`config.mk`:
```
export PLATFORM = sky130hd
export DESIGN_NAME = alphabet_candidate_generator_core
export DESIGN_NICKNAME = d
export VERILOG_FILES = /design/src/rtl/core/acg_pkg.sv /design/src/rtl/core/acg_front.sv /design/src/rtl/core/acg_back.sv /design/src/rtl/core/alphabet_candidate_generator_core.sv
export SDC_FILE = /design/constraint.sdc
export NUM_CORES = 2
export LEC_CHECK = 0
export BUFFER_PORTS_ARGS = -buffer_cell sky130_fd_sc_hd__buf_2
export CORE_ASPECT_RATIO = 0.75
export CORE_MARGIN = 5
export CORE_UTILIZATION = 45
export CTS_CLUSTER_DIAMETER = 100
export DETAILED_ROUTE_END_ITERATION = 6
export PLACE_DENSITY_LB_ADDON = 0.12
export SKIP_CTS_REPAIR_TIMING = 1
export SLEW_MARGIN = 20
export SYNTH_ARGS = -nofsm -noshare
export SYNTH_HDL_FRONTEND = slang
export SYNTH_SLANG_ARGS = --single-unit
```
`constraint.sdc`:
```
create_clock -name clk -period 5.06 [get_ports clk]
set_input_delay 0.759 -clock clk [delete_from_list [all_inputs] [get_ports clk]]
set_output_delay 0.759 -clock clk [all_outputs]
set_load 0.01 [all_outputs]
```
`src/rtl/core/acg_pkg.sv`:
```
// acg_pkg: shared constants, codes and types of the alphabet candidate generator
// no dependencies; imported by acg_front, acg_back and alphabet_candidate_generator_core
package acg_pkg;

	// sizes
	localparam int MAX_LEN     = 16;
	localparam int LEN_W       = $clog2(MAX_LEN + 1);
	localparam int POS_W       = $clog2(MAX_LEN);
	localparam int ALPHA_DEPTH = 256;
	localparam int ADDR_W      = $clog2(ALPHA_DEPTH);
	localparam int SIZE_W      = $clog2(ALPHA_DEPTH + 1);
	localparam int CHAR_W      = 8;
	localparam int MAX_LANES   = 64;
	localparam int LANE_W      = $clog2(MAX_LANES + 1);
	localparam int CNT_W       = 48;

	// configuration port
	localparam int CFG_IDX_W  = 3;
	localparam int CFG_DATA_W = 9;
	localparam logic [CFG_IDX_W-1:0] CFG_MIN_LENGTH    = 3'd0;
	localparam logic [CFG_IDX_W-1:0] CFG_MAX_LENGTH    = 3'd1;
	localparam logic [CFG_IDX_W-1:0] CFG_ALPHABET_SIZE = 3'd2;
	localparam logic [CFG_IDX_W-1:0] CFG_LANE_COUNT    = 3'd3;
	localparam logic [CFG_IDX_W-1:0] CFG_LANE_NUMBER   = 3'd4;

	// command queue between front and back
	localparam int QDEPTH = 2;
	localparam int QPTR_W = 1;
	localparam int QCNT_W = 2;

	// input function codes
	typedef enum logic [1:0] {
		FUNC_WRITE   = 2'd0,
		FUNC_NEXT    = 2'd1,
		FUNC_RESTART = 2'd2,
		FUNC_NOP     = 2'd3
	} func_t;

	// result status codes
	typedef enum logic [1:0] {
		ST_CHAR      = 2'd0,
		ST_NONE      = 2'd1,
		ST_EXHAUSTED = 2'd2
	} status_t;

	// back end sequencer
	typedef enum logic [1:0] {
		BK_IDLE,
		BK_ADV,
		BK_CLASS,
		BK_RUN
	} back_state_t;

	typedef struct packed {
		func_t             op;
		logic [ADDR_W-1:0] idx;
		logic [CHAR_W-1:0] chr;
	} cmd_t;

	typedef struct packed {
		logic [LEN_W-1:0]  min_length;
		logic [LEN_W-1:0]  max_length;
		logic [SIZE_W-1:0] alphabet_size;
		logic [LANE_W-1:0] lane_count;
		logic [LANE_W-1:0] lane_number;
	} cfg_t;

	typedef struct packed {
		status_t           status;
		logic [POS_W-1:0]  pos;
		logic [LEN_W-1:0]  len;
		logic              last;
		logic [CNT_W-1:0]  cnt;
	} meta_t;

	typedef struct packed {
		meta_t             meta;
		logic [CHAR_W-1:0] chr;
	} res_t;

endpackage

```
`src/rtl/core/acg_front.sv`:
```
// acg_front: accepts input transactions, drops no-ops and queues commands for the back end
// depends on acg_pkg
module acg_front (
	input  logic                   clk,
	input  logic                   arst_n,
	input  logic                   in_valid,
	output logic                   in_ready,
	input  logic [1:0]             func,
	input  logic [7:0]             alpha_index,
	input  logic [7:0]             alpha_char,
	input  logic                   pop,
	output logic                   head_valid,
	output acg_pkg::cmd_t          head
);
	import acg_pkg::*;

	cmd_t              q_mem_q [QDEPTH];
	logic [QPTR_W-1:0] wr_ptr_q;
	logic [QPTR_W-1:0] rd_ptr_q;
	logic [QCNT_W-1:0] count_q;
	logic              push;
	logic              pop_ok;
	cmd_t              cmd;

	// classify the incoming transaction
	assign cmd.op   = func_t'(func);
	assign cmd.idx  = alpha_index;
	assign cmd.chr  = alpha_char;
	assign in_ready = (count_q != QCNT_W'(QDEPTH));
	assign push     = in_valid && in_ready && (cmd.op != FUNC_NOP);

	assign head_valid = (count_q != '0);
	assign head       = q_mem_q[rd_ptr_q];
	assign pop_ok     = pop && head_valid;

	// queue storage
	always_ff @(posedge clk) begin
		if (push) begin
			q_mem_q[wr_ptr_q] <= cmd;
		end
	end

	// queue pointers
	always_ff @(posedge clk or negedge arst_n) begin
		if (!arst_n) begin
			wr_ptr_q <= '0;
			rd_ptr_q <= '0;
			count_q  <= '0;
		end else begin
			if (push) begin
				wr_ptr_q <= wr_ptr_q + QPTR_W'(1);
			end
			if (pop_ok) begin
				rd_ptr_q <= rd_ptr_q + QPTR_W'(1);
			end
			if (push && !pop_ok) begin
				count_q <= count_q + QCNT_W'(1);
			end else if (!push && pop_ok) begin
				count_q <= count_q - QCNT_W'(1);
			end
		end
	end

endmodule

```
`src/rtl/core/acg_back.sv`:
```
// acg_back: executes queued commands, advances the candidate counter and emits results
// depends on acg_pkg; holds the alphabet memory and the output register
module acg_back (
	input  logic                   clk,
	input  logic                   arst_n,
	input  acg_pkg::cfg_t          cfg,
	input  logic                   head_valid,
	input  acg_pkg::cmd_t          head,
	output logic                   pop,
	output logic                   out_valid,
	input  logic                   out_ready,
	output acg_pkg::res_t          res
);
	import acg_pkg::*;

	back_state_t       state_q;
	back_state_t       state_d;
	logic [7:0]        digit_q [MAX_LEN];
	logic [LEN_W-1:0]  len_q;
	logic [LANE_W-1:0] rotor_q;
	logic [CNT_W-1:0]  cnt_q;
	logic              exh_q;
	logic [POS_W-1:0]  pos_q;
	logic [CHAR_W-1:0] mem [ALPHA_DEPTH];
	logic [CHAR_W-1:0] rd_data_q;
	logic              s1_valid_q;
	meta_t             meta_s1;
	logic              out_valid_q;
	res_t              out_q;

	logic              s1_free;
	logic              out_load;
	logic              mem_we;
	logic              do_restart;
	logic              do_adv;
	logic              rd_en;
	logic              s1_push;
	meta_t             meta_d;
	logic              rotor_upd;
	logic              cnt_upd;
	logic              last_pos;

	logic [SIZE_W-1:0] size_c;
	logic [LEN_W-1:0]  maxl_c;
	logic [LEN_W-1:0]  minl_c;
	logic [LANE_W-1:0] lc_c;
	logic [LANE_W-1:0] rotor_fix;
	logic [LANE_W-1:0] rotor_nx;
	logic              owned;
	logic [CNT_W-1:0]  cnt_inc;
	logic              hit;
	logic [POS_W-1:0]  hit_pos;
	logic [7:0]        adv_dig [MAX_LEN];
	logic [LEN_W-1:0]  adv_len;
	logic              adv_ok;

	// handshake between the read stage and the output register
	assign out_load  = s1_valid_q && (!out_valid_q || out_ready);
	assign s1_free   = !s1_valid_q || out_load;
	assign out_valid = out_valid_q;
	assign res       = out_q;

	// configuration clamps
	always_comb begin
		if (cfg.alphabet_size == '0) begin
			size_c = SIZE_W'(1);
		end else if (cfg.alphabet_size > SIZE_W'(ALPHA_DEPTH)) begin
			size_c = SIZE_W'(ALPHA_DEPTH);
		end else begin
			size_c = cfg.alphabet_size;
		end
		maxl_c = (cfg.max_length > LEN_W'(MAX_LEN)) ? LEN_W'(MAX_LEN) : cfg.max_length;
		minl_c = (cfg.min_length == '0) ? LEN_W'(1) : cfg.min_length;
		if (cfg.lane_count == '0) begin
			lc_c = LANE_W'(1);
		end else if (cfg.lane_count > LANE_W'(MAX_LANES)) begin
			lc_c = LANE_W'(MAX_LANES);
		end else begin
			lc_c = cfg.lane_count;
		end
	end

	// counter advance: rightmost digit that can still step, lower digits wrap
	always_comb begin
		hit     = 1'b0;
		hit_pos = '0;
		adv_len = len_q;
		adv_ok  = 1'b1;
		for (int i = 0; i < MAX_LEN; i++) begin
			if ((LEN_W'(i) < len_q) && (({1'b0, digit_q[i]} + SIZE_W'(1)) < size_c)) begin
				hit     = 1'b1;
				hit_pos = POS_W'(i);
			end
		end
		for (int i = 0; i < MAX_LEN; i++) begin
			adv_dig[i] = digit_q[i];
			if (!hit || (POS_W'(i) > hit_pos)) begin
				adv_dig[i] = '0;
			end else if (POS_W'(i) == hit_pos) begin
				adv_dig[i] = digit_q[i] + 8'd1;
			end
		end
		if (hit) begin
			adv_ok = (len_q <= maxl_c);
		end else if (len_q >= maxl_c) begin
			adv_ok = 1'b0;
		end else begin
			adv_len = len_q + LEN_W'(1);
		end
	end

	// lane rotor and attempt counter
	always_comb begin
		rotor_fix = ((rotor_q == '0) || (rotor_q > lc_c)) ? LANE_W'(1) : rotor_q;
		owned     = (rotor_fix == cfg.lane_number);
		rotor_nx  = (rotor_fix < lc_c) ? (rotor_fix + LANE_W'(1)) : LANE_W'(1);
		cnt_inc   = (cnt_q == '1) ? cnt_q : (cnt_q + CNT_W'(1));
		last_pos  = (({1'b0, pos_q} + LEN_W'(1)) == len_q);
	end

	// next state
	always_comb begin
		state_d = state_q;
		unique case (state_q)
			BK_IDLE: begin
				if (head_valid && (head.op == FUNC_NEXT)) begin
					state_d = BK_ADV;
				end
			end
			BK_ADV: begin
				state_d = BK_CLASS;
			end
			BK_CLASS: begin
				if (s1_free) begin
					if (exh_q || !owned || (len_q < minl_c)) begin
						state_d = BK_IDLE;
					end else begin
						state_d = BK_RUN;
					end
				end
			end
			BK_RUN: begin
				if (s1_free && last_pos) begin
					state_d = BK_IDLE;
				end
			end
			default: state_d = BK_IDLE;
		endcase
	end

	// sequencer outputs
	always_comb begin
		pop        = 1'b0;
		mem_we     = 1'b0;
		do_restart = 1'b0;
		do_adv     = 1'b0;
		rd_en      = 1'b0;
		s1_push    = 1'b0;
		rotor_upd  = 1'b0;
		cnt_upd    = 1'b0;
		meta_d     = '{status: ST_NONE, pos: '0, len: len_q, last: 1'b1, cnt: cnt_q};
		unique case (state_q)
			BK_IDLE: begin
				pop        = head_valid;
				mem_we     = head_valid && (head.op == FUNC_WRITE);
				do_restart = head_valid && (head.op == FUNC_RESTART);
			end
			BK_ADV: begin
				do_adv = !exh_q;
			end
			BK_CLASS: begin
				if (s1_free) begin
					if (exh_q) begin
						s1_push    = 1'b1;
						meta_d.status = ST_EXHAUSTED;
						meta_d.len = '0;
					end else if (!owned) begin
						s1_push   = 1'b1;
						rotor_upd = 1'b1;
					end else begin
						rotor_upd  = 1'b1;
						cnt_upd    = 1'b1;
						meta_d.cnt = cnt_inc;
						s1_push    = (len_q < minl_c);
					end
				end
			end
			BK_RUN: begin
				if (s1_free) begin
					rd_en         = 1'b1;
					s1_push       = 1'b1;
					meta_d.status = ST_CHAR;
					meta_d.pos    = pos_q;
					meta_d.last   = last_pos;
				end
			end
			default: ;
		endcase
	end

	// alphabet memory with registered read
	always_ff @(posedge clk) begin
		if (mem_we) begin
			mem[head.idx] <= head.chr;
		end
		if (rd_en) begin
			rd_data_q <= mem[digit_q[pos_q]];
		end
	end

	// read stage and output register payload
	always_ff @(posedge clk) begin
		if (s1_push) begin
			meta_s1 <= meta_d;
		end
		if (out_load) begin
			out_q.meta <= meta_s1;
			out_q.chr  <= (meta_s1.status == ST_CHAR) ? rd_data_q : '0;
		end
	end

	// control and enumeration state
	always_ff @(posedge clk or negedge arst_n) begin
		if (!arst_n) begin
			state_q     <= BK_IDLE;
			len_q       <= '0;
			rotor_q     <= LANE_W'(1);
			cnt_q       <= '0;
			exh_q       <= 1'b0;
			pos_q       <= '0;
			s1_valid_q  <= 1'b0;
			out_valid_q <= 1'b0;
			for (int i = 0; i < MAX_LEN; i++) begin
				digit_q[i] <= '0;
			end
		end else begin
			state_q <= state_d;
			if (do_restart) begin
				len_q   <= '0;
				rotor_q <= LANE_W'(1);
				cnt_q   <= '0;
				exh_q   <= 1'b0;
				for (int i = 0; i < MAX_LEN; i++) begin
					digit_q[i] <= '0;
				end
			end
			if (do_adv) begin
				len_q <= adv_len;
				for (int i = 0; i < MAX_LEN; i++) begin
					digit_q[i] <= adv_dig[i];
				end
				if (!adv_ok) begin
					exh_q <= 1'b1;
				end
			end
			if (rotor_upd) begin
				rotor_q <= rotor_nx;
			end
			if (cnt_upd) begin
				cnt_q <= cnt_inc;
			end
			// character position walks from the first position
			if (state_q == BK_CLASS) begin
				pos_q <= '0;
			end else if (rd_en) begin
				pos_q <= pos_q + POS_W'(1);
			end
			if (s1_push) begin
				s1_valid_q <= 1'b1;
			end else if (out_load) begin
				s1_valid_q <= 1'b0;
			end
			if (out_load) begin
				out_valid_q <= 1'b1;
			end else if (out_ready) begin
				out_valid_q <= 1'b0;
			end
		end
	end

endmodule

```
`src/rtl/core/alphabet_candidate_generator_core.sv`:
```
// alphabet_candidate_generator_core: top level, configuration registers and assertions
// depends on acg_pkg, acg_front and acg_back
//
// channel  direction  handshake            payload
// in       input      in_valid/in_ready    func, alpha_index, alpha_char
// out      output     out_valid/out_ready  status, char_value, char_position, cand_length,
//                                          last_of_run, attempt_count
// cfg      input      cfg_we               cfg_index, cfg_data
//
// An alphabet write or restart is done in the back end as it is dequeued. A next request
// passes dequeue, counter advance and a lane and length check, then emits one character
// per cycle unless the output stalls, paced by the single alphabet memory read port.
// Results leave through a read stage and an output register, and a two-entry command
// queue lets the input side keep accepting while results wait on out_ready.
// Reset is asynchronous and needs no clearing pass; alphabet entries are undefined
// until written.
module alphabet_candidate_generator_core (
	input  logic        clk,
	input  logic        arst_n,
	input  logic        in_valid,
	output logic        in_ready,
	input  logic [1:0]  func,
	input  logic [7:0]  alpha_index,
	input  logic [7:0]  alpha_char,
	output logic        out_valid,
	input  logic        out_ready,
	output logic [1:0]  status,
	output logic [7:0]  char_value,
	output logic [3:0]  char_position,
	output logic [4:0]  cand_length,
	output logic        last_of_run,
	output logic [47:0] attempt_count,
	input  logic        cfg_we,
	input  logic [acg_pkg::CFG_IDX_W-1:0]  cfg_index,
	input  logic [acg_pkg::CFG_DATA_W-1:0] cfg_data
);
	import acg_pkg::*;

	cfg_t cfg_q;
	cmd_t head;
	logic head_valid;
	logic pop;
	res_t res;

	// configuration registers
	always_ff @(posedge clk or negedge arst_n) begin
		if (!arst_n) begin
			cfg_q.min_length    <= LEN_W'(1);
			cfg_q.max_length    <= LEN_W'(16);
			cfg_q.alphabet_size <= SIZE_W'(62);
			cfg_q.lane_count    <= LANE_W'(1);
			cfg_q.lane_number   <= LANE_W'(1);
		end else if (cfg_we) begin
			unique case (cfg_index)
				CFG_MIN_LENGTH:    cfg_q.min_length    <= cfg_data[LEN_W-1:0];
				CFG_MAX_LENGTH:    cfg_q.max_length    <= cfg_data[LEN_W-1:0];
				CFG_ALPHABET_SIZE: cfg_q.alphabet_size <= cfg_data[SIZE_W-1:0];
				CFG_LANE_COUNT:    cfg_q.lane_count    <= cfg_data[LANE_W-1:0];
				CFG_LANE_NUMBER:   cfg_q.lane_number   <= cfg_data[LANE_W-1:0];
				default: ;
			endcase
		end
	end

	// front end: accept and queue
	acg_front u_front (
		.clk         (clk),
		.arst_n      (arst_n),
		.in_valid    (in_valid),
		.in_ready    (in_ready),
		.func        (func),
		.alpha_index (alpha_index),
		.alpha_char  (alpha_char),
		.pop         (pop),
		.head_valid  (head_valid),
		.head        (head)
	);

	// back end: enumerate and emit
	acg_back u_back (
		.clk        (clk),
		.arst_n     (arst_n),
		.cfg        (cfg_q),
		.head_valid (head_valid),
		.head       (head),
		.pop        (pop),
		.out_valid  (out_valid),
		.out_ready  (out_ready),
		.res        (res)
	);

	assign status        = res.meta.status;
	assign char_value    = res.chr;
	assign char_position = res.meta.pos;
	assign cand_length   = res.meta.len;
	assign last_of_run   = res.meta.last;
	assign attempt_count = res.meta.cnt;

`ifndef NO_ASSERTIONS
	// a candidate character lies inside its candidate
	a_char_in_range: assert property (@(posedge clk) disable iff (!arst_n)
		(out_valid && (status == ST_CHAR)) |-> (char_position < cand_length))
		else $error("character position beyond candidate length");

	// status results are single and closing
	a_status_single: assert property (@(posedge clk) disable iff (!arst_n)
		(out_valid && (status != ST_CHAR)) |-> (last_of_run && (char_value == 8'd0)))
		else $error("status result not flagged last or carries a character");

	// exhausted results carry no length
	a_exhausted_len: assert property (@(posedge clk) disable iff (!arst_n)
		(out_valid && (status == ST_EXHAUSTED)) |-> (cand_length == 5'd0))
		else $error("exhausted result with nonzero length");
`endif

endmodule

```
==> impl_metrics.env <==
export IMPL_cap_violations=0
export IMPL_hp_class="input pin to flop"
export IMPL_num_nets_final=8733
export IMPL_ff_latch_area_sq_um=72500
export IMPL_area_delta_synth_final_pct=15.2
export IMPL_clock_path_buffers=4
export IMPL_setup_viol=0
export IMPL_min_path_cells=1
export IMPL_syn_inst=8067
export IMPL_slew_headroom=0.250
export IMPL_dp_hpwl_microns=216000
export IMPL_avgSynthCellArea_sq_um=13.0
export IMPL_ctsRootBufferMaster="clkbuf_16"
export IMPL_grt_overflow=0
export IMPL_grt_pass1_vias=68200
export IMPL_worst_slew_pin_slew_ns=1.11
export IMPL_peakVddDrop_uv=474
export IMPL_grt_pass1_wl_microns=483000
export IMPL_cts_tree="yes"
export IMPL_max_freq_ghz=0.203
export IMPL_fillerInstances=19600
export IMPL_h_tree_depth=4
export IMPL_critPathArrivalTime_ns=5.63
export IMPL_status="complete, no violations"
export IMPL_grt_max_degree=149
export IMPL_port_buffers=104
export IMPL_cp_max_fo=29
export IMPL_synth_nets=8257
export IMPL_dr_pass1_iters=6
export IMPL_finalWirelength_microns=333000
export IMPL_path_class="flop to flop"
export IMPL_crit_required_ns=5.77
export IMPL_fp_row_count=153
export IMPL_layout_commonest_cell="edfxtp_1"
export IMPL_rsz0062_at_grt="false"
export IMPL_ys_ff_latch=2454
export IMPL_cts_sinks=2454
export IMPL_final_cell_mix="edfxtp_1, nand2_1, buf_4"
export IMPL_drc=0
export IMPL_antenna_found_initial=33
export IMPL_synth_edf_count=2220
export IMPL_chipHeight_microns=429
export IMPL_clk_latency_ns=0.91
export IMPL_place_area_sq_um=113000
export IMPL_final_area_sq_um=121000
export IMPL_power_total_mw=60.4
export IMPL_die_w_microns=568
export IMPL_synth_top_flop_cell="edfxtp_1"
export IMPL_yosysSeqAreaShare=0.690
export IMPL_power_density_nw_per_um2=499
export IMPL_startpoint_type="flop"
export IMPL_fin_crit_ns=4.92
export IMPL_endpoint_kind="flop"
export IMPL_multi_input_area_sq_um=30600
export IMPL_fin_crit_sh=0.972
export IMPL_power_leakage_nw=43.3
export IMPL_syn_cell_area_sq_um=105000
export IMPL_ys_types=95
export IMPL_rr_worst_depth=13
export IMPL_clkTransAtPathRegs_ns=0.06
export IMPL_drive_gt1_frac=0.147
export IMPL_tns_ns=0
export IMPL_gp_congestion=0.957
export IMPL_initial_core_util=0.453
export IMPL_vias=72200
export IMPL_route_detailed_vias_per_inst=6.10
export IMPL_core_sq_um=232000
export IMPL_ant_nets=0
export IMPL_post_drt_wl_per_cell_microns=28.1
export IMPL_hold_violations=0
export IMPL_cts_inserted_buffers=245
export IMPL_die_area_sq_um=244000
export IMPL_ys_warn_count=0
export IMPL_drtIter0Drc=9680
export IMPL_grt_usage=0.266
export IMPL_hold_slack_ns=0.0384
export IMPL_worst_clock_skew_ns=0.0529
export IMPL_synth_async_reset_ratio=0.0954
export IMPL_drv_slew=0
export IMPL_ioPinCount=105
[cells in the mapped netlist, drive strengths merged (17+ instances only)]
cell type	n	area [sq um]
mux4	70	1580
mux2	38	428
a32o	30	300
a21boi	25	188
buf	155	726
a31oi	188	1180
o221ai	24	210
and4	17	149
o2111ai	18	158
o21a	18	135
xor2	78	683
a21o	59	443
nand2b	37	231
and2	64	400
xnor2	60	526
dfrtp	224	5610
o22ai	40	250
a311oi	170	1510
o21ai	154	774
nor3	46	230
o211ai	19	143
or2	22	138
edfxtp	2220	66700
o31ai	21	158
a32oi	66	578
nand4	30	188
mux2i	111	1110
nor4	50	313
nor2	394	1480
nand2	1582	5940
ha	155	1940
and3	296	1850
o21bai	18	135
a211oi	254	1920
nand3	574	2870
a21oi	101	513
inv	76	285
clkbuf	368	1380
[metal layers]
| metal | global-route usage | share of wire | up-vias |
|---|---|---|---|
| met4 | 0.0554 | 0.021 | 12 |
| met2 | 0.370 | 0.41 | 3560 |
| met1 | 0.420 | 0.45 | 36600 |
| li1 | - | - | 31600 |
| met3 | 0.0673 | 0.11 | 455 |
| met5 | 0 | 0.00021 | - |
[flip-flops by register name (all words and copies together) (netlist names)]
name and flops:
u_front.wr_ptr_q 1, u_back.res 68, u_back.s1_valid_q 1, u_back.exh_q 1, u_back.len_q 5, u_back.out_valid 1
u_front.q_mem_q 36, u_back.state_q 2, u_front.rd_ptr_q 1, u_back.mem 2048, u_back.pos_q 4, u_front.count_q 2
u_back.cnt_q 48, u_back.rotor_q 7, cfg_q 33, u_back.rd_data_q 8, u_back.meta_s1 60, u_back.digit_q 128
[worst max-delay path, cell delays in order (launching register included)]
cell and delay [ns]:
dfrtp_2 0.52, buf_12 0.22, mux4_2 0.61, o2111ai_4 0.40
and2_4 0.47, buf_12 0.29, buf_4 0.28, nand2_1 0.07
a311oi_1 0.39, o21bai_1 0.24, o211ai_1 0.46, nor4_1 0.17
buf_4 0.21, nor4_1 0.30
[through the flow]
stage	instances	util	setup WS, ns
5_1_grt	11800	0.522	0.0183
6_report	11800	0.522	0.141
2_1_floorplan	8067	-	0.726
3_5_place_dp	11400	0.488	0.0515
4_1_cts	11800	0.521	0.0291
3_3_place_gp	11400	0.488	0.0951
[where the power goes]
part | total [mW] | internal, mW | switching (mW)
Combinational | 17.5 | 5.14 | 12.3
Clock | 17.9 | 10.1 | 7.81
Sequential | 25.0 | 24.7 | 0.321
Total | 60.4 | 39.9 | 20.5
[final cells by class]
cell class                 count  area share
clock inverter               128     0.00961
clock buffer                 321      0.0542
antenna                        2   0.0000413
multi-input combinational   5014       0.253
timing repair buffer         751      0.0504
tap                         3100      0.0320
inverter                      77     0.00239
sequential                  2454       0.599
[worst paths after layout]
| kind | startpoint | end | slack, ns |
|---|---|---|---|
| min in group asynchronous | arst_n | cfg_q[11] | 0.35 |
| min | alpha_index[6] | u_front.q_mem_q[1][14] | 0.04 |
| max in group asynchronous | arst_n | u_back.cnt_q[35] | 3.38 |
| min reg2reg | u_back.meta_s1[11] | u_back.res[19] | 0.42 |
| max reg2reg | u_back.pos_q[0] | u_back.rd_data_q[4] | 0.14 |
| max | u_back.pos_q[0] | u_back.rd_data_q[4] | 0.14 |
[cells by family after synthesis]
family / Yosys count / share of synthesized area
and+or+nand+nor: 3185 / 0.136
DFF: 2454 / 0.690
adders and majority gates: 156 / 0.0185
buffers and inverters: 600 / 0.0228
xor gates and xnor gates: 138 / 0.0115
muxes: 219 / 0.0296
AOI/OAI and AO/OA: 1315 / 0.0914
No activity file was read; power rests on OpenSTA's default activity.
